File: config.mk
export PLATFORM = sky130hd
export DESIGN_NAME = cmga_mul
export DESIGN_NICKNAME = d
export VERILOG_FILES = /design/src/hw/rtl/cmga_pkg.sv /design/src/hw/rtl/cmga_mul.sv
export SDC_FILE = /design/constraint.sdc
export NUM_CORES = 2
export LEC_CHECK = 0
export ABC_AREA = 1
export ABC_CLOCK_PERIOD_IN_PS = 10050
export BUFFER_PORTS_ARGS = -buffer_cell sky130_fd_sc_hd__buf_2
export CORE_AREA = 3 3 326 328
export CTS_CLUSTER_SIZE = 24
export DETAILED_ROUTE_END_ITERATION = 10
export DIE_AREA = 0 0 329 331
export PLACE_DENSITY = 0.75
export SYNTH_ARGS = -nofsm -noshare
export SYNTH_HDL_FRONTEND = slang
export SYNTH_SLANG_ARGS = --single-unit
File: constraint.sdc
create_clock -name clock -period 10.05 [get_ports clock]
set_input_delay 2.01 -clock clock [delete_from_list [all_inputs] [get_ports clock]]
set_output_delay 2.01 -clock clock [all_outputs]
set_load 0.02 [all_outputs]
File: src/hw/rtl/cmga_pkg.sv
`default_nettype none
package cmga_pkg;

   localparam int MAX_STATIONS = 16;
   localparam int STN_W        = 4;
   localparam int CNT_W        = 5;
   localparam int POS_W        = 40;
   localparam int DIFF_W       = POS_W + 1;
   localparam int SUM_W        = 64;
   localparam int MASS_W       = 56;
   localparam int SAT_W        = 18;
   localparam int FRAC_W       = 17;
   localparam int DEN_W        = 16;
   localparam int PV_W         = 32;
   localparam int WDEN_W       = 34;
   localparam int D2_W         = 84;
   localparam int FRAC_EXTRA   = 17;
   localparam int GRAV_SCALE   = 6670;

   localparam int MUL_A_W      = 128;
   localparam int MUL_B_W      = 64;
   localparam int MUL_DIGIT_W  = 8;
   localparam int MUL_STEPS    = MUL_B_W / MUL_DIGIT_W;
   localparam int MUL_CNT_W    = $clog2(MUL_STEPS);

   localparam int ROOT_W       = 44;
   localparam int SQRT_X_W     = 2 * ROOT_W;
   localparam int SQRT_REM_W   = ROOT_W + 4;
   localparam int SQRT_CNT_W   = $clog2(ROOT_W);
   localparam int RAD_W        = 42;

   localparam int DIV_W        = 128;
   localparam int DIV_CNT_W    = $clog2(DIV_W);

   localparam logic [FRAC_W-1:0] SAT_ONE = FRAC_W'(65536);

   typedef enum logic [1:0] {
      CMD_LOAD  = 2'd0,
      CMD_CELL1 = 2'd1,
      CMD_CELL2 = 2'd2,
      CMD_READ  = 2'd3
   } cmd_type;

   localparam logic [1:0] CSR_HAS_GAS   = 2'd0;
   localparam logic [1:0] CSR_HAS_OIL   = 2'd1;
   localparam logic [1:0] CSR_GAS_GIVEN = 2'd2;
   localparam logic [1:0] CSR_COUNT     = 2'd3;

   localparam logic STATUS_DATA  = 1'b0;
   localparam logic STATUS_FAULT = 1'b1;

   typedef struct packed {
      logic signed [POS_W-1:0] east;
      logic signed [POS_W-1:0] north;
      logic signed [POS_W-1:0] depth;
      logic signed [SUM_W-1:0] sum;
   } station_type;

   typedef enum logic [4:0] {
      ST_IDLE,
      ST_SEEK,
      ST_MO,
      ST_MG,
      ST_MW,
      ST_MPV,
      ST_DIFF,
      ST_SQX,
      ST_SQY,
      ST_SQZ,
      ST_SQRT,
      ST_AZK,
      ST_NUM,
      ST_D3,
      ST_DIV,
      ST_ACC,
      ST_NEXT,
      ST_EMIT
   } state_type;

endpackage
`default_nettype wire

File: src/hw/rtl/cmga_mul.sv
`default_nettype none
module cmga_mul (
   input  wire logic                           clock,
   input  wire logic                           reset,
   input  wire logic                           start,
   input  wire logic [cmga_pkg::MUL_A_W-1:0]   a,
   input  wire logic [cmga_pkg::MUL_B_W-1:0]   b,
   output logic                                done,
   output logic [cmga_pkg::MUL_A_W-1:0]        product
);

   localparam int AW = cmga_pkg::MUL_A_W;
   localparam int BW = cmga_pkg::MUL_B_W;
   localparam int DW = cmga_pkg::MUL_DIGIT_W;

   logic [AW-1:0]                    acc_ff, acc_in, a_ff, a_in;
   logic [BW-1:0]                    b_ff, b_in;
   logic [cmga_pkg::MUL_CNT_W-1:0]   cnt_ff, cnt_in;
   logic                             busy_ff, busy_in, done_ff, done_in;
   logic [AW+DW-1:0]                 part;

   always_comb begin
      part    = {{DW{1'b0}}, a_ff} * {{AW{1'b0}}, b_ff[DW-1:0]};
      acc_in  = acc_ff;
      a_in    = a_ff;
      b_in    = b_ff;
      cnt_in  = cnt_ff;
      busy_in = busy_ff;
      done_in = 1'b0;
      if (start) begin
         acc_in  = '0;
         a_in    = a;
         b_in    = b;
         cnt_in  = '0;
         busy_in = 1'b1;
      end else if (busy_ff) begin
         acc_in = acc_ff + part[AW-1:0];
         a_in   = a_ff << DW;
         b_in   = b_ff >> DW;
         cnt_in = cnt_ff + 1'b1;
         if (cnt_ff == cmga_pkg::MUL_CNT_W'(cmga_pkg::MUL_STEPS - 1)) begin
            busy_in = 1'b0;
            done_in = 1'b1;
         end
      end
   end

   always_ff @(posedge clock) begin
      if (reset) begin
         busy_ff <= 1'b0;
         done_ff <= 1'b0;
      end else begin
         busy_ff <= busy_in;
         done_ff <= done_in;
      end
   end

   always_ff @(posedge clock) begin
      acc_ff <= acc_in;
      a_ff   <= a_in;
      b_ff   <= b_in;
      cnt_ff <= cnt_in;
   end

   assign done    = done_ff;
   assign product = acc_ff;

endmodule
`default_nettype wire

# Word-level counts from Yosys, hierarchy flattened
# Index checks and enable logic that the tools add are counted.
# classes
reduce_logical	2
muxes	8
n_bitwise	1
eq_ne	1
add_sub_neg	2
mul	1
# op_table
cell	count
$mux 128	2
$add 128x128->128	1
$mul 128x8->128	1
$mux 64	2
$mux 1	4
$add 3x1->3 const B	1
$eq 3x3->1 const B	1
$reduce_or 3->1	1
$reduce_bool 2->1	1
$not 1->1	1
# word_totals
elab_cells	21
out_inout_bits	129
ff_bits	325
in_bits	195

# Longest topological paths before layout
# depth
ltp_word	4
mapped_depth	29
mapped_depth_nobuf	26

# Worst setup path after synthesis
# Ideal clock, no wire load.
# synth_path
path_kind	input-to-reg
startpoint	input start
endpoint	register a_ff[0], enable pin
path_buffers	2
arrival_time_ns	7.759
setup_ns	0.632
required_time_ns	9.418
path_slack_ns	1.659
stages	4
cell_sequence	clkbuf_1 -> nor2_1 -> inv_1 -> clkbuf_1
# synth_via
elab_chain_len	1
# synth_rtl
element	line_no	source
start: declaration	cmga_mul.sv:5	input wire logic start,
$reduce_bool 2->1 (no line)	n/a	
end signal: assignment	cmga_mul.sv:60	a_ff <= a_in;
end: declaration	cmga_mul.sv:16	logic [AW-1:0] acc_ff, acc_in, a_ff, a_in;
# Every way passes these cells.
# A chain may end at the register's enable or synchronous reset.

# Worst setup path after layout
# layout_path
startpoint	register b_ff[2]
endpoint	register acc_ff[103] (netlist: product[103])
# layout_via
elab_chain_len	2
# layout_rtl
element	line_no	source
start: declaration	cmga_mul.sv:17	logic [BW-1:0] b_ff, b_in;
start signal: assignment	cmga_mul.sv:61	b_ff <= b_in;
$mul 128x8->128	cmga_mul.sv:23	part = {{DW{1'b0}}, a_ff} * {{AW{1'b0}}, b_ff[DW-1:0]};
$add 128x128->128	cmga_mul.sv:37	acc_in = acc_ff + part[AW-1:0];
end signal: assignment	cmga_mul.sv:59	acc_ff <= acc_in;
end: declaration	cmga_mul.sv:16	
# Every way passes these cells.

==> summary.txt <==
status: finished clean
#FFs+latches synth: 325
CP max FO: 44
Max clock buf depth: 3
total nets after synthesis: 9234
core box area: 103000 um^2
dpl hpwl: 149000 um
RR Startpoint: b_ff[2]
CTS Hold Bufs: 0
Worst Hold Class: reg2reg
first-pass iteration count of the detailed router: 6
Period minus WS final: 6.47 ns
number of max-cap violations: 0
initial core utilization: 0.520
Max Clock Freq: 155 MHz
Final Skew: 0.0327 ns
most common cell after layout, fill and taps aside: nand2_1
max_slew headroom: 0.320
cell accounting for the most synthesized area: fa_1
# Post-CTS Setup Buffers: 0
CP startpoint kind: register
hold_sp: product[91]
Detailed Route Iter0 Violations: 4479
area share of the leading cell type in the synthesized netlist: 0.319
# rows: 118
Die H: 331 um
number of buffers created by CTS: 47
Cell variety after synth: 35
clk root buf: clkbuf_16
final number of max-transition violations: 0
routed len/inst: 19.2 um
number of I/O port buffers: 323
endpoints failing setup: 0
vias after detailed routing: 47900
Finished Layout Cells: 9560
gr usage total: 0.342
CTS tree: yes
cell area after synthesis: 53800 um^2
Ports: 324
Finished Core Util: 0.559
largest net degree at the start of global routing: 141
vias per inst: 5.01
worst skew pair latency: 0.68 ns
Die Span X: 329 um
CP Class: reg2reg
Area Growth Syn to Fin: 7.58%
CTS sink cnt: 325
Post-Synthesis Cells: 8042
Req. time, crit path: 10.62 ns
Nets: 9331
syn avg cell area: 6.69 um^2
clock-pin slew on the worst setup and hold paths: 0.08 ns
H-tree levels: 2
DRC viols: 0
Crit. End Element: register
Die ar.: 109000 um^2
grt total ovfl: 0
placed insts: 9470
Final Hold Fails: 0
commonest non-fill, non-tap cells in the layout: nand2_1, inv_1, fa_1
Worst Tran Pin Value: 1.02 ns
RSZ-0062 raised after global routing: no
sequential fraction of the synthesis area: 0.157
final worst path period share: 0.643
ranking of synthesized cells by area: fa_1, nand2_1, inv_1
layout cells sized above 1: 0.0709
setup_tns: 0 ns
Synthesis Warnings: 0
crit path from: b_ff[2]
Placer Congestion: 1.04
initial antenna violation count: 3
first-pass GRT wire length: 283000 um
Worst Path Arrival: 7.04 ns
Final ANT Viol Nets: 0
vias in the first global route: 48600
Post-CTS Resized: 0
routed wire length: 183000 um
-- cell usage after synthesis --
library cell and count:
o21a_1 6, nand2_1 3111, nor3_2 18, xor2_1 6, inv_1 2468, nor4_1 2
nor3b_1 1, o21ai_0 51, o21ai_1 4, clkbuf_1 273, dfxtp_1 133, xnor2_1 37
a21o_1 1, buf_2 3, o22ai_1 45, a211oi_1 1, nand3_1 146, fa_1 858
buf_1 24, ha_1 139, nor3_1 12, and2_1 2, nor2_2 60, nor2_1 249
a22o_1 3, nor3_4 1, nand2_2 26, nand4_1 5, nor4_2 2, nand3b_1 7
nand3_2 7, a21oi_1 103, edfxtp_1 192, o21bai_1 6, inv_2 40
-- cells by family after synthesis --
kind of cell / count (synthesis) / share of synthesized area
compound gates: 220 / 0.0224
xor+xnor: 43 / 0.00700
fa+ha+maj: 997 / 0.351
flops: 325 / 0.157
buf+inv: 2808 / 0.196
simple gates: 3649 / 0.267
-- final timing paths --
kind	end	slack [ns]	cells after the start
worst max-delay path	product[103]	3.58	24
worst min-delay path	product[91]	0.47	2
worst max register to register	product[103]	3.58	24
worst min register to register	product[91]	0.47	2
-- state kept, by name, summed over array words and instances (netlist names) --
register	flops
done	1
cnt_ff	3
product	128
b_ff	64
a_ff	128
busy_ff	1
-- per-layer routing --
| metal | wire length, um | up-vias | share of wire | GRT usage |
|---|---|---|---|---|
| li1 | - | 22500 | - | - |
| met1 | 80600 | 23000 | 0.44 | 0.493 |
| met2 | 80000 | 2136 | 0.44 | 0.529 |
| met3 | 16400 | 313 | 0.090 | 0.0588 |
| met4 | 6010 | 4 | 0.033 | 0.102 |
| met5 | 27 | - | 0.00015 | 0 |
-- final cells by class --
type                    instances  area, um^2
diodes                          2        5.00
clock buffers                  65        1330
clock inverters                23         272
fillers                     10100       45600
inverters                    2508        9430
multi-input cells            4909       34900
flip-flops and latches        325        8430
well taps                    1380        1730
repair buffers                348        1860
-- per-stage QoR --
step	setup WS, ns	hold WS, ns	instance area (um^2)
3_3_place_gp	3.76	0.458	56300
4_1_cts	3.75	0.474	57900
2_1_floorplan	1.66	0.460	53800
6_report	3.58	0.473	57900
5_1_grt	3.31	0.499	57900
3_5_place_dp	3.78	0.463	56300
-- critical path, stage by stage, from the launching register on --
cell and delay, ns:
edfxtp_1 0.34, buf_4 0.50, buf_4 0.67, nand2_1 0.12
inv_1 0.12, fa_1 0.43, fa_1 0.51, fa_1 0.52
inv_1 0.06, fa_1 0.48, inv_1 0.06, ha_1 0.37
nand2_1 0.13, nor2_1 0.30, inv_1 0.17, nor2_2 0.21
nand2_1 0.08, inv_2 0.08, nand2_1 0.12, nor4_1 0.27
nand2_1 0.22, nand2_1 0.21, nand2_1 0.14, nand3_1 0.10
nand2_1 0.06
Power is left out: the tool's default activity adds up to more than one toggle a clock period on the data nets, which glitch-free logic cannot reach.
