**src/hw/rtl/cmga_pkg.sv**
```systemverilog
`default_nettype none
package cmga_pkg;

   localparam int MAX_STATIONS = 16;
   localparam int STN_W        = 4;
   localparam int CNT_W        = 5;
   localparam int POS_W        = 40;
   localparam int DIFF_W       = POS_W + 1;
   localparam int SUM_W        = 64;
   localparam int MASS_W       = 56;
   localparam int SAT_W        = 18;
   localparam int FRAC_W       = 17;
   localparam int DEN_W        = 16;
   localparam int PV_W         = 32;
   localparam int WDEN_W       = 34;
   localparam int D2_W         = 84;
   localparam int FRAC_EXTRA   = 17;
   localparam int GRAV_SCALE   = 6670;

   localparam int MUL_A_W      = 128;
   localparam int MUL_B_W      = 64;
   localparam int MUL_DIGIT_W  = 8;
   localparam int MUL_STEPS    = MUL_B_W / MUL_DIGIT_W;
   localparam int MUL_CNT_W    = $clog2(MUL_STEPS);

   localparam int ROOT_W       = 44;
   localparam int SQRT_X_W     = 2 * ROOT_W;
   localparam int SQRT_REM_W   = ROOT_W + 4;
   localparam int SQRT_CNT_W   = $clog2(ROOT_W);
   localparam int RAD_W        = 42;

   localparam int DIV_W        = 128;
   localparam int DIV_CNT_W    = $clog2(DIV_W);

   localparam logic [FRAC_W-1:0] SAT_ONE = FRAC_W'(65536);

   typedef enum logic [1:0] {
      CMD_LOAD  = 2'd0,
      CMD_CELL1 = 2'd1,
      CMD_CELL2 = 2'd2,
      CMD_READ  = 2'd3
   } cmd_type;

   localparam logic [1:0] CSR_HAS_GAS   = 2'd0;
   localparam logic [1:0] CSR_HAS_OIL   = 2'd1;
   localparam logic [1:0] CSR_GAS_GIVEN = 2'd2;
   localparam logic [1:0] CSR_COUNT     = 2'd3;

   localparam logic STATUS_DATA  = 1'b0;
   localparam logic STATUS_FAULT = 1'b1;

   typedef struct packed {
      logic signed [POS_W-1:0] east;
      logic signed [POS_W-1:0] north;
      logic signed [POS_W-1:0] depth;
      logic signed [SUM_W-1:0] sum;
   } station_type;

   typedef enum logic [4:0] {
      ST_IDLE,
      ST_SEEK,
      ST_MO,
      ST_MG,
      ST_MW,
      ST_MPV,
      ST_DIFF,
      ST_SQX,
      ST_SQY,
      ST_SQZ,
      ST_SQRT,
      ST_AZK,
      ST_NUM,
      ST_D3,
      ST_DIV,
      ST_ACC,
      ST_NEXT,
      ST_EMIT
   } state_type;

endpackage
`default_nettype wire

```
**src/hw/rtl/cmga_sqrt.sv**
```systemverilog
`default_nettype none
module cmga_sqrt (
   input  wire logic                            clock,
   input  wire logic                            reset,
   input  wire logic                            start,
   input  wire logic [cmga_pkg::SQRT_X_W-1:0]   x,
   output logic                                 done,
   output logic [cmga_pkg::ROOT_W-1:0]          root
);

   localparam int XW = cmga_pkg::SQRT_X_W;
   localparam int RW = cmga_pkg::ROOT_W;
   localparam int MW = cmga_pkg::SQRT_REM_W;

   logic [XW-1:0]                    x_ff, x_in;
   logic [MW-1:0]                    rem_ff, rem_in, rem_sh, trial;
   logic [RW-1:0]                    root_ff, root_in;
   logic [cmga_pkg::SQRT_CNT_W-1:0]  cnt_ff, cnt_in;
   logic                             busy_ff, busy_in, done_ff, done_in;

   // restoring digit recurrence, one root bit per cycle
   always_comb begin
      rem_sh  = {rem_ff[MW-3:0], x_ff[XW-1 -: 2]};
      trial   = {2'b00, root_ff, 2'b01};
      x_in    = x_ff;
      rem_in  = rem_ff;
      root_in = root_ff;
      cnt_in  = cnt_ff;
      busy_in = busy_ff;
      done_in = 1'b0;
      if (start) begin
         x_in    = x;
         rem_in  = '0;
         root_in = '0;
         cnt_in  = '0;
         busy_in = 1'b1;
      end else if (busy_ff) begin
         x_in = x_ff << 2;
         if (rem_sh >= trial) begin
            rem_in  = rem_sh - trial;
            root_in = {root_ff[RW-2:0], 1'b1};
         end else begin
            rem_in  = rem_sh;
            root_in = {root_ff[RW-2:0], 1'b0};
         end
         cnt_in = cnt_ff + 1'b1;
         if (cnt_ff == cmga_pkg::SQRT_CNT_W'(RW - 1)) begin
            busy_in = 1'b0;
            done_in = 1'b1;
         end
      end
   end

   always_ff @(posedge clock) begin
      if (reset) begin
         busy_ff <= 1'b0;
         done_ff <= 1'b0;
      end else begin
         busy_ff <= busy_in;
         done_ff <= done_in;
      end
   end

   always_ff @(posedge clock) begin
      x_ff    <= x_in;
      rem_ff  <= rem_in;
      root_ff <= root_in;
      cnt_ff  <= cnt_in;
   end

   assign done = done_ff;
   assign root = root_ff;

endmodule
`default_nettype wire

```
**config.mk**
```make
export PLATFORM = sky130hd
export DESIGN_NAME = cmga_sqrt
export DESIGN_NICKNAME = d
export VERILOG_FILES = /design/src/hw/rtl/cmga_pkg.sv /design/src/hw/rtl/cmga_sqrt.sv
export SDC_FILE = /design/constraint.sdc
export NUM_CORES = 1
export LEC_CHECK = 0
export BUFFER_PORTS_ARGS = -buffer_cell sky130_fd_sc_hd__buf_2
export CAP_MARGIN = 20
export CORE_MARGIN = 1
export CORE_UTILIZATION = 45
export CTS_BUF_LIST = sky130_fd_sc_hd__clkbuf_16
export CTS_CLUSTER_SIZE = 14
export DETAILED_ROUTE_END_ITERATION = 10
export MAX_ROUTING_LAYER = met4
export PLACE_DENSITY = 0.71
export REMOVE_ABC_BUFFERS = 1
export SETUP_SLACK_MARGIN = 0.05
export SLEW_MARGIN = 20
export SYNTH_ARGS = -nofsm -noshare
export SYNTH_HDL_FRONTEND = slang
export SYNTH_SLANG_ARGS = --single-unit
```
**constraint.sdc**
```tcl
create_clock -name clock -period 6.2 [get_ports clock]
set_clock_uncertainty 0.2 [all_clocks]
set_input_delay 1.24 -clock clock [delete_from_list [all_inputs] [get_ports clock]]
set_output_delay 1.24 -clock clock [all_outputs]
set_load 0.05 [all_outputs]
```
Word level (Yosys, flattened, before mapping)
Cells that the tools add are included.
{ "totals": {"memories": 0, "ram_bits": 0, "romBits": 0, "elab_cells": 21, "output_inout_bits": 45, "register_bits": 186, "latchBits": 0, "input_bits": 91} }
{ "classes": {"n_eq_ne": 1, "n_bitwise": 1, "multipliers": 0, "addsub": 2, "n_reduce_logical": 2, "n_div": 0, "n_mux": 8, "shift": 0, "order_cmp": 1} }
{ "op_table": {"columns": ["operator", "count"], "rows": [
  ["88-bit two-way mux", 2],
  ["48-bit by 46-bit >= comparator with 1-bit output", 1],
  ["46-bit two-way mux", 1],
  ["46-bit subtractor", 1],
  ["6-bit by 1-bit adder with 6-bit output (second input constant)", 1],
  ["6-bit equality test (second input constant)", 1],
  ["1-bit two-way mux", 5],
  ["3-bit OR reduction", 1],
  ["2-bit nonzero test", 1],
  ["1-bit NOT", 1]
]} }

Logic depth before layout (Yosys ltp)
Gate-level depths: netlist of run 1.
{ "logic_depth": {"ltp_word": 4, "depth_mapped": 13, "depth_no_buf": 11} }

Worst setup path before layout of run 1
Ideal clock, no wire load.
{ "synth_timing": {"path_type": "input to register", "startpoint": "in start", "endpoint": "reg x_ff[0] (enable)", "cell_stages": 3, "t_arrival_ns": 3.304, "required_time_ns": 5.558, "path_buffers": 1, "path_slack_ns": 2.254, "setup_time_ns": 0.442, "path_cell_list": "clkbuf_1 nor2_1 inv_1"} }
{ "synth_between": {"elab_chain_len": 1} }
{ "synth_lines": {"columns": ["item", "line_no", "rtl"], "rows": [
  ["start, declared", "cmga_sqrt.sv:5", "input wire logic start,"],
  ["2-bit nonzero test (no line)", null, null],
  ["end signal, assigned", "cmga_sqrt.sv:65", "x_ff <= x_in;"],
  ["end, declared", "cmga_sqrt.sv:15", "logic [XW-1:0] x_ff, x_in;"]
]} }
No other way between the ends.
A chain may end at the register's enable or synchronous reset.

Worst setup path after layout of run 1
{ "layout_timing": {"startpoint": "reg root_ff[39] (netlist: root[39])", "endpoint": "reg rem_ff[25]"} }
{ "layout_between": {"elab_chain_len": 2} }
{ "layout_lines": {"columns": ["item", "line_no", "rtl"], "rows": [
  ["start, declared", "cmga_sqrt.sv:17", "logic [RW-1:0] root_ff, root_in;"],
  ["start signal, assigned", "cmga_sqrt.sv:67", "root_ff <= root_in;"],
  ["48-bit by 46-bit >= comparator with 1-bit output", "cmga_sqrt.sv:39", "if (rem_sh >= trial) begin"],
  ["46-bit two-way mux", "cmga_sqrt.sv:39", null],
  ["end signal, assigned", "cmga_sqrt.sv:66", "rem_ff <= rem_in;"],
  ["end, declared", "cmga_sqrt.sv:16", "logic [MW-1:0] rem_ff, rem_in, rem_sh, trial;"]
]} }
No other way between the ends.

==> results_dict.tcl, run 1 <==
set metrics [dict create \
    outcome "finished clean" \
    initial_core_util_pct 46.5 \
    crit_required_ns 6.34 \
    crit_path_max_fanout 24 \
    grt_pass1_wl_um 38000 \
    crit_chain "inv_1 > ha_1 > a21oi_1 > o21bai_1 > a21oi_1 > o21bai_1 > a2111oi_0 > o21a_1 > buf_4 > nand2_1 > a311oi_1" \
    tightest_slew_ns 0.953 \
    first_global_vias 7697 \
    yosysTopAreaCellShare_pct 25.7 \
    final_cell_mix "buf_2, nor2_1, nand2_1" \
    leakage_nw 4.77 \
    vias_per_cell 5.49 \
    vias 7867 \
    syn2layout_area_growth_pct 13.9 \
    synth_seq_cells 186 \
    synth-main-ff-cell "dfxtp_1" \
    cp-start-kind "register" \
    synth_top_area_cell "edfxtp_1" \
    layout_commonest_cell "buf_2" \
    ioPinCount 136 \
    use_met1_pct 25.4 \
    row_count 54 \
    clock_latency_ns 0.45 \
    clk_pin_slew_ns 0.08 \
    grtUsageTotal_pct 20.7 \
    cts.path.max_buffers 2 \
    cts_buffers 17 \
    top_usage_layer "met2" \
    path_class "reg -> reg" \
    setup_viol 0 \
    drv_slew 0 \
    drc_errors 0 \
    ys_types 67 \
    peakVddDrop_mv 0.272 \
    hp-class "reg -> reg" \
    gp_congestion 0.873 \
    firstDrtPassIters 7 \
    period_minus_slack_ns 4.05 \
    die_area_mm2 0.0234 \
    cts_sinks 186 \
    antenna_found_initial 5 \
    rsz0062_at_grt "no" \
    regArea_mm2 0.00461 \
    dp_hpwl_um 16100 \
    antenna_left 0 \
    die_height_um 153 \
    core_region_area_mm2 0.0221 \
    drive_gt1_share_pct 24.1 \
    postSynth.asyncResetShare_pct 0 \
    synth_edf_count 88 \
    gr-usage-met2_pct 32.4 \
    gr-total-overflow 0 \
    cts.htree.levels 4 \
    multi_input_area_mm2 0.00522 \
    cp_top_family "compound AO/OA/AOI/OAI gates" \
    grt_max_degree 103 \
    cp_num_buf_inv 2 \
    netlist_instances 1033 \
    max_freq_ghz 0.247 \
    yosysWarnings 0 \
    crit_arrival_ns 4.19 \
    crit_slowest_cell "o21a_1" \
    nets 1272 \
    cts_resized 0 \
    drtIter0Drc 365 \
    ys_seq_area_share_pct 44.8 \
    routed_wl_um 23300 \
    slowest_delay_ns 0.84 \
    finalPower_mw 5.35 \
    port_buffers 135 \
    post-route-period-util_pct 65.3 \
    synth_area_per_cell_um2 9.95 \
    fin_setup_tns_ns 0 \
    hold_violations 0 \
    cts_root_buf "clkbuf_16" \
    cts_setup_buffers 0 \
    mappedNetlistArea_mm2 0.0103 \
    cp-end-kind "register" \
    maxCapViolations 0 \
    wl_per_cell_um 16.2 \
    power.density_mw_per_mm2 457 \
    cts_tree "built" \
    synth_area_leaders "edfxtp_1, dfxtp_1, mux2_2" \
    maxSlewHeadroom_pct 36.5 \
    fill_cells 1994 \
    grt.met3_usage_pct 6.41 \
    holdBufCountCts 0 \
    die-width_um 153 \
]
==> power by group <==
part | switching (mW) | leakage, nW | internal [mW] | total (mW)
registers | 0.111 | 1.69 | 1.46 | 1.57
clock network | 0.529 | 0.278 | 0.528 | 1.06
logic | 1.63 | 2.81 | 1.09 | 2.72
==> registers in the layout, summed over array words and instances (netlist names) <==
signal,flops
rem_ff,46
busy_ff,1
cnt_ff,6
root,44
done,1
x_ff,88
==> cell usage after synthesis (all sizes together), types with 4 or more instances <==
cell and n:
o21ai 32, nand2b 7, a21o 23, nand3 14, and3 4, clkbuf 36, xnor2 22, buf 23
o22ai 5, a31oi 13, nor2 116, nand2 102, or3 4, a311oi 34, nor3b 4, ha 47
edfxtp 88, inv 57, o21bai 6, nor3 14, a21oi 51, nand4 13, o21a 5, dfxtp 98
mux2i 47, nor2b 9, a211oi 9, xor2 21, mux2 89, o211ai 7
==> per-layer routing <==
metal	wire length, um	share of wire, %
met3	1670	7.2
met5	0	0
met1	10700	46
met2	10500	45
met4	400	1.7
==> worst register-to-register path: stages, from the launching register on <==
cell       delay, ns
dfxtp_1         0.37
inv_1           0.06
ha_1            0.34
a21oi_1         0.29
o21bai_1        0.11
a21oi_1         0.21
o21bai_1        0.09
a2111oi_0       0.65
o21a_1          0.84
buf_4           0.42
nand2_1         0.10
a311oi_1        0.27
==> cell families after synthesis <==
family / after synthesis / share of synthesized area, %
compound gates: 211 / 14.6
xor+xnor: 43 / 3.67
fa+ha+maj: 47 / 5.72
simple gates: 294 / 12.4
buf+inv: 116 / 4.47
mux: 136 / 14.3
flops: 186 / 44.8
==> area by class of cell <==
cell class,instances,share of cell area (%)
tap,280,2.99
clock inverter,15,1.11
antenna,5,0.107
sequential,186,39.4
clock buffer,17,3.64
timing repair buffer,141,6.35
inverter,57,1.84
multi-input combinational,731,44.6
==> final timing paths <==
path                    from    endpoint  slack, ns  cells past startpoint
setup / recovery    root[39]  rem_ff[25]       2.15                     11
hold / removal    rem_ff[25]  rem_ff[27]       0.29                      2
setup reg to reg    root[39]  rem_ff[25]       2.15                     11
hold reg to reg   rem_ff[25]  rem_ff[27]       0.29                      2
==> stage by stage <==
stage	cell area, um2	worst slack (ns)	utilization, %	hold WS [ns]	std cells
floorplan	10000	0.199	-	0.247	974
global placement	11100	2.25	50.3	0.274	1394
detailed placement	11100	2.20	50.4	0.287	1395
CTS	11700	2.13	52.9	0.288	1427
global route	11700	1.73	53.0	0.317	1432
finish	11700	2.15	53.0	0.291	1432
No activity file was read; power rests on OpenSTA's default activity.
==> inputs of run 2 (changes only) <==
Clock period 6.2 ns to 4 ns, I/O delays scaled along.
==> results_dict.tcl, run 2 (synthesis gave the netlist of run 1 again) <==
set metrics [dict create \
    core_region_area_mm2 0.0221 \
    peakVddDrop_mv 0.466 \
    crit_chain "inv_1 > ha_1 > a21oi_1 > o21bai_1 > a21oi_1 > o21bai_1 > a2111oi_0 > o21a_1 > buf_4 > nand2_1 > a311oi_1" \
    clock_latency_ns 0.43 \
    final_cell_mix "buf_2, nor2_1, nand2_1" \
    cp-start-kind "register" \
    maxSlewHeadroom_pct 36.4 \
    row_count 54 \
    hp-class "reg -> reg" \
    grt_max_degree 90 \
    crit_required_ns 4.14 \
    cts_tree "built" \
    antenna_left 0 \
    clk_pin_slew_ns 0.07 \
    period_minus_slack_ns 3.60 \
    post_dp_cell_area_mm2 0.0112 \
    holdBufCountCts 0 \
    gr-total-overflow 0 \
    post-route-period-util_pct 90.0 \
    syn2layout_area_growth_pct 14.4 \
    wl_per_cell_um 16.1 \
    drc_errors 0 \
    ioPinCount 136 \
    drv_slew 0 \
    slowest_delay_ns 0.68 \
    maxCapViolations 0 \
    vias_per_cell 5.52 \
    crit_slowest_cell "a2111oi_0" \
    max_freq_ghz 0.278 \
    cts_sinks 186 \
    dp_hpwl_um 16000 \
    gp_congestion 0.876 \
    largest_reg_flops 88 \
    drtIter0Drc 405 \
    fin_area_mm2 0.0118 \
    cts_setup_buffers 0 \
    crit_arrival_ns 3.74 \
    cts_resized 0 \
    routed_wl_um 23100 \
    first_global_vias 7777 \
    die-width_um 153 \
    port_buffers 135 \
    leakage_nw 4.79 \
    initial_core_util_pct 46.5 \
    firstDrtPassIters 6 \
    holdWs_ns 0.287 \
    layout_commonest_cell "buf_2" \
    setup_viol 0 \
    cts_buffers 17 \
    cts.htree.levels 4 \
    cts.path.max_buffers 2 \
    power.density_mw_per_mm2 713 \
    cp-end-kind "register" \
    die_height_um 153 \
    tightest_slew_ns 0.954 \
    outcome "finished clean" \
    grt_pass1_wl_um 37900 \
    drive_gt1_share_pct 24.6 \
    crit_path_max_fanout 21 \
    antenna_found_initial 4 \
    nets 1277 \
    die_area_mm2 0.0234 \
    vias 7924 \
    hold_violations 0 \
    grtUsageTotal_pct 20.5 \
    largest_register "x_ff" \
    path_class "reg -> reg" \
    rsz0062_at_grt "no" \
    cts_root_buf "clkbuf_16" \
]
## run 2: critical path, delay by kind of cell, from the launching register on
kind	cells	cell delay, ns
simple gates	1	0.08
fa+ha+maj	1	0.34
flops	1	0.36
buf+inv	2	0.41
compound gates	7	2.11
## run 2: final timing paths
check / start / end / slack [ns] / cells after the start
worst min register to register: cnt_ff[5] / done / 0.29 / 2
worst min-delay path: cnt_ff[5] / done / 0.29 / 2
worst max register to register: root[39] / rem_ff[15] / 0.40 / 11
worst max-delay path: root[39] / rem_ff[15] / 0.40 / 11
## run 2: final cells by class
cell class | count | area, um2
antenna | 5 | 12.5
clock inverter | 14 | 151
tap | 280 | 350
inverter | 57 | 215
fill | 2026 | 10300
timing repair buffer | 146 | 777
multi-input combinational | 731 | 5220
sequential | 186 | 4610
clock buffer | 17 | 425
## run 2: through the flow
| step | power [mW] | utilization, % | worst slack, ns | setup TNS [ns] | std cells |
|---|---|---|---|---|---|
| after global routing | 8.98 | 53.2 | 0.184 | 0 | 1435 |
| final | 8.38 | 53.2 | 0.399 | 0 | 1436 |
| after detailed placement | 6.67 | 50.5 | 0.432 | 0 | 1400 |
| after CTS | 8.40 | 53.1 | 0.405 | 0 | 1431 |
| after floorplan | 5.65 | - | -2.00 | -186.30 | 974 |
| after global placement | 6.62 | 50.5 | 0.594 | 0 | 1400 |
## run 2: metal layers
metal | wire (um) | GRT usage, % | part of all wire [%]
met1 | 10700 | 25.6 | 46
met3 | 1610 | 6.04 | 7.0
met4 | 271 | 5.00 | 1.2
met5 | 0 | - | 0
met2 | 10500 | 32.5 | 46
## run 2: power breakdown
part	internal, mW	leakage (nW)	switching [mW]
sequential	2.26	1.69	0.159
clock	0.885	0.274	0.815
combinational	1.73	2.83	2.54
total	4.87	4.79	3.51
