[src/hw/rtl/cmga_pkg.sv]
`default_nettype none
package cmga_pkg;

   localparam int MAX_STATIONS = 16;
   localparam int STN_W        = 4;
   localparam int CNT_W        = 5;
   localparam int POS_W        = 40;
   localparam int DIFF_W       = POS_W + 1;
   localparam int SUM_W        = 64;
   localparam int MASS_W       = 56;
   localparam int SAT_W        = 18;
   localparam int FRAC_W       = 17;
   localparam int DEN_W        = 16;
   localparam int PV_W         = 32;
   localparam int WDEN_W       = 34;
   localparam int D2_W         = 84;
   localparam int FRAC_EXTRA   = 17;
   localparam int GRAV_SCALE   = 6670;

   localparam int MUL_A_W      = 128;
   localparam int MUL_B_W      = 64;
   localparam int MUL_DIGIT_W  = 8;
   localparam int MUL_STEPS    = MUL_B_W / MUL_DIGIT_W;
   localparam int MUL_CNT_W    = $clog2(MUL_STEPS);

   localparam int ROOT_W       = 44;
   localparam int SQRT_X_W     = 2 * ROOT_W;
   localparam int SQRT_REM_W   = ROOT_W + 4;
   localparam int SQRT_CNT_W   = $clog2(ROOT_W);
   localparam int RAD_W        = 42;

   localparam int DIV_W        = 128;
   localparam int DIV_CNT_W    = $clog2(DIV_W);

   localparam logic [FRAC_W-1:0] SAT_ONE = FRAC_W'(65536);

   typedef enum logic [1:0] {
      CMD_LOAD  = 2'd0,
      CMD_CELL1 = 2'd1,
      CMD_CELL2 = 2'd2,
      CMD_READ  = 2'd3
   } cmd_type;

   localparam logic [1:0] CSR_HAS_GAS   = 2'd0;
   localparam logic [1:0] CSR_HAS_OIL   = 2'd1;
   localparam logic [1:0] CSR_GAS_GIVEN = 2'd2;
   localparam logic [1:0] CSR_COUNT     = 2'd3;

   localparam logic STATUS_DATA  = 1'b0;
   localparam logic STATUS_FAULT = 1'b1;

   typedef struct packed {
      logic signed [POS_W-1:0] east;
      logic signed [POS_W-1:0] north;
      logic signed [POS_W-1:0] depth;
      logic signed [SUM_W-1:0] sum;
   } station_type;

   typedef enum logic [4:0] {
      ST_IDLE,
      ST_SEEK,
      ST_MO,
      ST_MG,
      ST_MW,
      ST_MPV,
      ST_DIFF,
      ST_SQX,
      ST_SQY,
      ST_SQZ,
      ST_SQRT,
      ST_AZK,
      ST_NUM,
      ST_D3,
      ST_DIV,
      ST_ACC,
      ST_NEXT,
      ST_EMIT
   } state_type;

endpackage
`default_nettype wire

[src/hw/rtl/cmga_div.sv]
`default_nettype none
module cmga_div (
   input  wire logic                          clock,
   input  wire logic                          reset,
   input  wire logic                          start,
   input  wire logic [cmga_pkg::DIV_W-1:0]    num,
   input  wire logic [cmga_pkg::DIV_W-1:0]    den,
   output logic                               done,
   output logic [cmga_pkg::SUM_W-1:0]         quot
);

   localparam int W  = cmga_pkg::DIV_W;
   localparam int QW = cmga_pkg::SUM_W;

   logic [W-1:0]                    n_ff, n_in, d_ff, d_in, q_ff, q_in;
   logic [W:0]                      rem_ff, rem_in, rem_sh;
   logic [cmga_pkg::DIV_CNT_W-1:0]  cnt_ff, cnt_in;
   logic                            busy_ff, busy_in, done_ff, done_in;

   // restoring division, one quotient bit per cycle
   always_comb begin
      rem_sh  = {rem_ff[W-1:0], n_ff[W-1]};
      n_in    = n_ff;
      d_in    = d_ff;
      q_in    = q_ff;
      rem_in  = rem_ff;
      cnt_in  = cnt_ff;
      busy_in = busy_ff;
      done_in = 1'b0;
      if (start) begin
         n_in    = num;
         d_in    = den;
         q_in    = '0;
         rem_in  = '0;
         cnt_in  = '0;
         busy_in = 1'b1;
      end else if (busy_ff) begin
         n_in = n_ff << 1;
         if (rem_sh >= {1'b0, d_ff}) begin
            rem_in = rem_sh - {1'b0, d_ff};
            q_in   = {q_ff[W-2:0], 1'b1};
         end else begin
            rem_in = rem_sh;
            q_in   = {q_ff[W-2:0], 1'b0};
         end
         cnt_in = cnt_ff + 1'b1;
         if (cnt_ff == cmga_pkg::DIV_CNT_W'(W - 1)) begin
            busy_in = 1'b0;
            done_in = 1'b1;
         end
      end
   end

   always_ff @(posedge clock) begin
      if (reset) begin
         busy_ff <= 1'b0;
         done_ff <= 1'b0;
      end else begin
         busy_ff <= busy_in;
         done_ff <= done_in;
      end
   end

   always_ff @(posedge clock) begin
      n_ff   <= n_in;
      d_ff   <= d_in;
      q_ff   <= q_in;
      rem_ff <= rem_in;
      cnt_ff <= cnt_in;
   end

   // saturate to the largest positive 64-bit value
   assign quot = (q_ff[W-1:QW-1] != '0) ? {1'b0, {(QW-1){1'b1}}} : q_ff[QW-1:0];
   assign done = done_ff;

endmodule
`default_nettype wire

[config.mk]
export PLATFORM = sky130hd
export DESIGN_NAME = cmga_div
export DESIGN_NICKNAME = d
export VERILOG_FILES = /design/src/hw/rtl/cmga_pkg.sv /design/src/hw/rtl/cmga_div.sv
export SDC_FILE = /design/constraint.sdc
export NUM_CORES = 1
export LEC_CHECK = 0
export BUFFER_PORTS_ARGS = -buffer_cell sky130_fd_sc_hd__buf_2
export CORE_AREA = 2 2 245 247
export CTS_CLUSTER_SIZE = 28
export DETAILED_ROUTE_END_ITERATION = 8
export DIE_AREA = 0 0 247 249
export PLACE_DENSITY = 0.68
export SYNTH_ARGS = -nofsm -noshare
export SYNTH_HDL_FRONTEND = slang
export SYNTH_SLANG_ARGS = --single-unit
[constraint.sdc]
create_clock -name clock -period 5.45 [get_ports clock]
set_clock_uncertainty 0.15 [all_clocks]
set_input_delay 0.8175 -clock clock [delete_from_list [all_inputs] [get_ports clock]]
set_output_delay 0.8175 -clock clock [all_outputs]
set_load 0.01 [all_outputs]
=== After elaboration in Yosys (flattened, before gate mapping) ===
Index checks and enable logic that the tools add are counted.

* Add/sub/neg operators: 2
* $lt $le $gt $ge: 1
* Equality and inequality tests: 1
* Muxes and demuxes: 9
* Bitwise gates (word level): 1
* Reductions and logical operators: 3

{| class="wikitable"
|+ Operators with widths
! kind !! number
|-
| 128-bit two-way mux || 3
|-
| 129-bit by 128-bit >= comparator with 1-bit output || 1
|-
| 128-bit subtractor || 1
|-
| 65-bit nonzero test || 1
|-
| 64-bit two-way mux || 1
|-
| 7-bit by 1-bit adder with 7-bit output, second input constant || 1
|-
| 7-bit == test, second input constant || 1
|-
| 1-bit two-way mux || 5
|-
| 3-bit OR reduction || 1
|-
| 2-bit nonzero test || 1
|-
| 1-bit inverter || 1
|}

* Flip-flop bits (word level): 521
* Output and inout port bits: 65
* Logic and storage cells: 24

=== Longest topological paths before layout ===
Gate-level depths: netlist of the first run.

* Depth in word-level cells: 4
* Mapped depth: 17

=== Least setup slack after synthesis of the first run ===
Ideal clock, no wire load.

* Path kind: in2reg
* From: input start
* To: register n_ff[0], enable pin
* Setup time: 0.481 ns
* Arrival time: 3.785 ns
* Required time: 4.819 ns
* Path slack: 1.034 ns
* Stages on the path: 4
* Cells stage by stage: clkbuf_1 nor2_1 clkbuf_1 inv_1

* Word-level cells in the longest chain between the ends: 1

{| class="wikitable"
|+ Ends and longest elaborated chain
! item !! line !! RTL
|-
| start: declaration || cmga_div.sv:5 || <nowiki>input wire logic start,</nowiki>
|-
| 2-bit nonzero test (no line) || - ||
|-
| end signal: assignment || cmga_div.sv:65 || <nowiki>n_ff <= n_in;</nowiki>
|-
| end: declaration || cmga_div.sv:15 || <nowiki>logic [W-1:0] n_ff, n_in, d_ff, d_in, q_ff, q_in;</nowiki>
|}

Every way passes these cells.
A chain may end at the register's enable or synchronous reset.

=== Final worst setup path of the first run ===
* From: register d_ff[57]
* To: register rem_ff[126]

* Word-level cells in the longest chain between the ends: 2

{| class="wikitable"
|+ Ends and longest elaborated chain
! item !! line !! RTL
|-
| start: declaration || cmga_div.sv:15 ||
|-
| start signal: assignment || cmga_div.sv:66 || <nowiki>d_ff <= d_in;</nowiki>
|-
| 128-bit subtractor / 129-bit by 128-bit >= comparator with 1-bit output (equally long branches) || cmga_div.sv:40, cmga_div.sv:39 ||
|-
| 128-bit two-way mux * || cmga_div.sv:39 || <nowiki>if (rem_sh >= {1'b0, d_ff}) begin</nowiki>
|-
| end signal: assignment || cmga_div.sv:68 || <nowiki>rem_ff <= rem_in;</nowiki>
|-
| end: declaration || cmga_div.sv:16 || <nowiki>logic [W:0] rem_ff, rem_in, rem_sh;</nowiki>
|}

Mark *: on every way between the ends. The rest lies on a longest branch, timed or not.

==> results, run 1 <==
- The hold-fix buffer count after cts is 0.
- The post-synth design cell area is 0.0292 sq mm.
- At the pin with the least slew margin, the transition time is about 980 ps.
- Setup repair after global routing left no endpoint under its margin.
- The placeable core region is between 0.05 and 0.06 sq mm.
- The maximum clock frequency is a little under 200 MHz.
- Global routing finished with a remaining overflow of 0.
- The first-iteration detailed-routing DRC count is around 1800.
- The max-capacitance violation count is 0.
- The remaining number of nets flagged by the antenna check after routing is 0.
- In the routed design, unresolved DRC markers number 0.
- The final RePlAce weighted congestion is ~0.97.
- The static leakage is 13.9 nW.
- The area growth from synthesis to final layout is 13.5%.
- The count of endpoints failing hold in the final timing report is 0.
- The synthesized area per cell is around 9.7 sq um.
- In this run the horizontal extent of the chip is between 200 and 250 um.
- In the layout the commonest cells are nor2_1 (346), buf_2 (321), dfxtp_1 (264).
- The number of max-slew violations in the final report was 0.
- Using the TritonRoute via totals, the vias-per-cell ratio works out to 5.69.
- Sequential elements use 44.6% of the synthesized area.
- The number of clock buffers added by TritonCTS is 56.
- The flow ran to the end, and the final reports show no timing, DRC or antenna violations.
- The critical path is of the reg2reg type.
- The most used flip-flop cell after synthesis is dfxtp_1.
- The total negative slack is 0 ps.
- The sink count of the clock tree is about 520.
- The minimum clock period after layout is between 5000 and 6000 ps.
- STA puts the critical path data required time at roughly 5800 ps.
- The most critical setup path has its startpoint at d_ff[57].
- The root buffer cell is clkbuf_16.
- The overall die area is ~0.06 sq mm.
- The remaining max-slew budget at the tightest pin is a little over a third.
- Dividing the detail-routed wire length by the instance count gives 18.8 um.
- The synthesized netlist contains 81 unique library cells.
- The launch instance of the worst min-delay path is den[91].
- The worst path uses 92.3% of the clock period.
- The final route contains roughly 23000 vias.
- In this run the worst path has a maximum fanout of 8.
- The count of H-tree levels built during CTS is 2.
- The number of failing setup endpoints in the final timing report is 0.
- The number of buffer cells added on primary ports is ~320.
- The initial standard-cell utilization of the core is roughly half.
- The share of flip-flops with an asynchronous set or reset after synthesis is 0%.
- The height of the chip is between 200 and 250 um.
- Clock-pin slew was measured on the worst setup and hold paths at roughly 60 ps.
- The launch point of the worst reg-to-reg path is d_ff[57].
- The number of warnings issued by yosys is 0.
- The total routed wirelength is 76800 um.
- The worst setup path is launched from a flop.
- The post-CTS setup buffer count is 0.
- Across the VDD grid, the largest voltage drop is 0.297 mV.
- Counting flops and latches in the post-synthesis netlist gives 521.
- The final net count is between 3000 and 4000.
- The type of element capturing the critical path is a flop.
- The number of standard cells after synthesis is ~3000.
- The most common cell after layout, fill and taps aside is nor2_1.
- The post-cts gate resize count is 0.
- around 320 I/O pins were placed.
- Global routing consumed, over all layers together, 24.5% of the routing resources.
- The power density over cell area is ~310 mW/mm^2.
- The initial antenna violation count came to 15.
- The number of core rows is a little under 90.
- The net count after synthesis is 3409.
- The type of the worst min-delay path is in2reg.
- Setup slack on the critical path of the routed design comes to roughly 420 ps.
- The clock latency on the worst-skew pair is between 600 and 700 ps.
- Data arrives at the worst endpoint at approximately 5400 ps.
- The via count of the first global-routing pass is 23100.
- The pre-CTS setup slack is 590 ps.
- The HPWL after detailed placement is 55700 um.
- Counting flops with a built-in enable in the synthesized netlist gives around 260.
- The global-route wire length before repair is 122000 um.
- The clock tree buffer depth is 3.
- The clock tree from TritonCTS is yes.
- The maximum number of pins on one net before global-route repair is 190.
- The proportion of layout cells with a drive suffix above 1 is 19.7%.
- The detailed-routing iteration count for the pre-antenna-repair pass is 6.
[worst paths after layout]
kind / to / slack, ps / cells after the start
setup / recovery: rem_ff[126] / 420 / 15
setup reg to reg: rem_ff[126] / 420 / 15
hold / removal: d_ff[91] / 210 / 1
hold reg to reg: rem_ff[33] / 340 / 2
[final cells by class]
cell class | count | area [sq um]
timing repair buffer | 346 | 1850
tap | 773 | 967
inverter | 186 | 701
multi-input combinational | 2137 | 14700
sequential | 521 | 13000
antenna | 12 | 30.0
clock inverter | 29 | 269
fill | 5183 | 25600
clock buffer | 74 | 1560
[metrics by stage]
step           std cells  utilization (%)  hold WS (ps)  cell area (sq um)  power (W)
2_1_floorplan       3020                -           280              29200    0.00590
3_3_place_gp        3963             53.2           311              31200    0.00637
3_5_place_dp        3963             53.2           320              31200    0.00640
4_1_cts             4066             56.3           169              33100     0.0102
5_1_grt             4075             56.4           179              33100     0.0106
6_report            4078             56.4           207              33100     0.0101
[report_power, final]
group          total [W]  switching, W  internal [W]
clock network    0.00378       0.00162       0.00216
registers        0.00451      0.000121       0.00439
logic            0.00184       0.00110      0.000734
[synth_stat cells (16+ instances only)]
library cell | n | area, sq um
a21oi_1 | 206 | 1030
a31oi_1 | 16 | 100
nor3_1 | 37 | 185
o21bai_1 | 44 | 330
ha_1 | 129 | 1610
xor2_1 | 37 | 324
nor4_1 | 28 | 175
xnor2_1 | 75 | 657
or2_2 | 68 | 425
edfxtp_1 | 256 | 7690
inv_1 | 186 | 698
nor2_1 | 347 | 1300
nand3_1 | 36 | 180
nand4_1 | 78 | 488
o21ai_1 | 22 | 110
buf_2 | 21 | 105
clkbuf_1 | 132 | 495
a211oi_1 | 80 | 601
a21o_1 | 65 | 488
nand2_1 | 179 | 672
dfxtp_1 | 265 | 5310
mux2_2 | 132 | 1490
o21ai_0 | 139 | 696
o21a_1 | 20 | 150
mux2i_1 | 228 | 2280
[registers in the layout, summed over array words and instances (netlist names)]
signal,count
d_ff,128
n_ff,128
q_ff,128
rem_ff,128
cnt_ff,7
busy_ff,1
done,1
[cell families after synthesis]
kind of cell	Yosys count	synth area share (%)
buffers and inverters	362	5.01
xor gates and xnor gates	112	3.36
other	1	0.0129
AOI/OAI and AO/OA	693	15.2
muxes	360	12.9
adders and majority gates	130	5.60
DFF	521	44.6
and+or+nand+nor	841	13.4
[critical path, stage by stage (launching register included)]
cell       delay, ps
edfxtp_1         330
inv_1             40
ha_1             430
nand4_1          250
nor4_1           720
nand2_1          120
nor4_1           380
nand2b_1          90
o21ai_1          440
o21ai_1          260
o21ai_2          400
a21boi_1         230
nor4_1           400
mux2i_1          230
nor2_1            60
a2111oi_1        360
[routing by layer]
metal / GRT usage [%] / wire, um
met5: 0 / 37
met4: 8.61 / 2340
met3: 4.09 / 4250
met2: 41.1 / 36700
met1: 31.8 / 33500
Note: power is estimated with default switching activity, not from simulation.
==> inputs of run 2 (changes only) <==
REMOVE_ABC_BUFFERS = 1   (was not set)
==> run 2 against run 1 <==
  * Die area did not move
  * Worst setup slack improved by 130 ps
  * Critical path depth fell by 1
  * Final cell count fell by 0.12%
  * Design area rose by 0.46%
  * Clock-buffer cell count rose by 3
  * Via count fell by 0.83%
  * Global-route usage fell by 0.25 points
==> results, run 2 (same netlist as run 1, synthesis figures left out) <==
- The run finished with clean final reports.
- STA classifies the critical path startpoint as a flop.
- Pin placement for this block handled around 320 I/O pins.
- The terminus of the critical flop-to-flop path is rem_ff[110].
- The clock latency on the worst-skew pair is roughly 630 ps.
- For the worst setup path, the data arrival time is between 5000 and 6000 ps.
- In the routed layout, each cell is associated on average with a via count of about 5.6.
- The top cell types in the final layout, fill and taps aside, are nor2_1 (346), buf_2 (321), dfxtp_1 (264).
- The worst hold path was traced through 2 stages.
- The root buffer cell is clkbuf_16.
- The type of the worst min-delay path is in2reg.
- The data required time at the worst endpoint is 5750 ps.
- The number of placed instances, taps included, is 3963.
- The tightest hold path in the finished design has a slack of between 200 and 250 ps.
- The clock slew at the register clock pins of the worst setup and hold paths is roughly 60 ps.
- The detailed placement HPWL is 55200 um.
- The most common cell after layout, fill and taps aside is nor2_1.
- The number of clock buffers added by TritonCTS is between 50 and 60.
- The overall die area is 0.0615 sq mm.
- After the first detailed-routing iteration, the DRC count stood at 1718.
- For the pin with the worst max-slew slack, the measured transition is about 1300 ps.
- The count of endpoints failing hold in the final timing report is 0.
- The worst-case IR drop observed on VDD is ~0.26 mV.
- Counting I/O delays and the setup requirement, the final critical path takes approximately 4900 ps.
- Headroom to the max-slew limit came out at approximately 14%.
- In the global route stage, overall resource usage came out at 24.2%.
- The initial antenna violation count was 12.
- The post-cts gate resize count is 0.
- From bottom edge to top edge, the die measures between 200 and 250 um.
- The startpoint of the most critical setup path is d_ff[23].
- The power density over cell area is roughly 310 mW/mm^2.
- TritonCTS built the clock tree.
- The worst setup path is of the reg2reg kind.
- In this run the horizontal extent of the chip is 247 um.
- The clock tree buffer depth is 3.
- The final standard cell count with taps included and fillers excluded is 4073.
- In the routed design, unresolved DRC markers number 0.
- The placeable core region is 0.0587 sq mm.
- The count of H-tree levels built during CTS is 2.
- Of the cells placed in the final design, the portion with a size suffix greater than 1 is about a fifth.
- The launch instance of the worst min-delay path is reset.
- The detailed router placed approximately 23000 vias in this run.
- The number of buffer cells added on primary ports is about 320.
- The worst path uses 89.9% of the clock period.
- Buffers added to address setup during post-CTS repair amount to 0.
- The leftover overflow at the end of global routing is 0.
- Wires add up to between 70000 and 80000 um.
- Based on the critical path, the design can be clocked at up to ~200 MHz.
- The launch point of the worst reg-to-reg path is d_ff[23].
- The average wire per standard cell is 18.6 um.
- The most critical setup path has its endpoint at rem_ff[110].
- For this design, the CTS-stage hold fixing added 0 buffers.
- The type of element capturing the critical path is a flop.
- The sink count of the clock tree is ~520.
- For this configuration, the core starts out at a cell density of between 40% and 50%.
- The worst-case register-to-register setup slack is around 550 ps.
- In this run the remaining antenna-violating nets after routing total 0.
- The static leakage is 14.0 nW.
- At the end of the flow, the number of nets in the layout was roughly 3600.
- The first global-routing pass estimated 121000 um of wire.
- The area growth from synthesis to final layout is 14.0%.
- After layout, the design draws a total of about 0.010 W.
- The number of max-slew violations in the final report came to 0.
- At the end of routability-driven placement, the weighted congestion stood at around 0.96.
- The via count of the first global-routing pass is around 23000.
- Setup repair after global routing left no endpoint under its margin.
- The max-capacitance violation count is 0.
- The number of cells traversed by the worst register-to-register path is 14.
- Setup violations remaining at the end of the flow were counted as 0.
- The floorplan has 89 rows.
- Of all nets on the critical path, the largest fanout is 30.
- The final-layout fill cell count is 5237.
- For this run, the detailed router's first-pass iteration total came to 5.
- Entering global routing, the biggest net connects 124 pins.
## run 2: layout make-up
cell class,count,area [sq um],area share [%]
tap,773,967,2.91
inverter,186,701,2.11
timing repair buffer,346,1840,5.53
clock buffer,77,1670,5.02
multi-input combinational,2137,14700,44.3
antenna,4,10.0,0.0301
sequential,521,13000,39.1
clock inverter,29,345,1.04
## run 2: worst max-delay path, stage by stage (launching register included)
cell and delay (ps):
edfxtp_1 330, inv_1 40, ha_1 370, nand2_1 190
nor4_1 410, nand3_1 240, and4b_1 280, a2111oi_2 660
nor3_1 170, or3_4 450, a21oi_4 200, buf_4 380
nand2_1 430, a211oi_1 360, nor3_1 80
## run 2: worst min-delay path by stage
stage	end
floorplan	q_ff[0]
global placement	q_ff[0]
detailed placement	q_ff[0]
CTS	busy_ff
global route	d_ff[3]
finish	busy_ff
## run 2: per-stage QoR
step | setup WS [ps] | util, % | area [sq um] | setup TNS, ps
global placement | 753 | 53.2 | 31200 | 0
detailed placement | 675 | 53.2 | 31200 | 0
CTS | 636 | 56.6 | 33200 | 0
global route | 220 | 56.6 | 33200 | 0
finish | 550 | 56.6 | 33200 | 0
floorplan | -9430 | - | 28400 | -2090930
## run 2: routing by layer
layer | global-route usage [%] | part of all wire [%]
met5 | 0 | 0.12
met4 | 7.83 | 2.9
met3 | 5.84 | 7.0
met2 | 39.0 | 46
met1 | 32.0 | 44
## run 2: where the power goes
| part | leakage (nW) | total, W | internal [W] | switching, W |
|---|---|---|---|---|
| combinational | 8.28 | 0.00183 | 0.000734 | 0.00110 |
| sequential | 4.69 | 0.00451 | 0.00439 | 0.000117 |
| clock | 0.988 | 0.00405 | 0.00240 | 0.00165 |
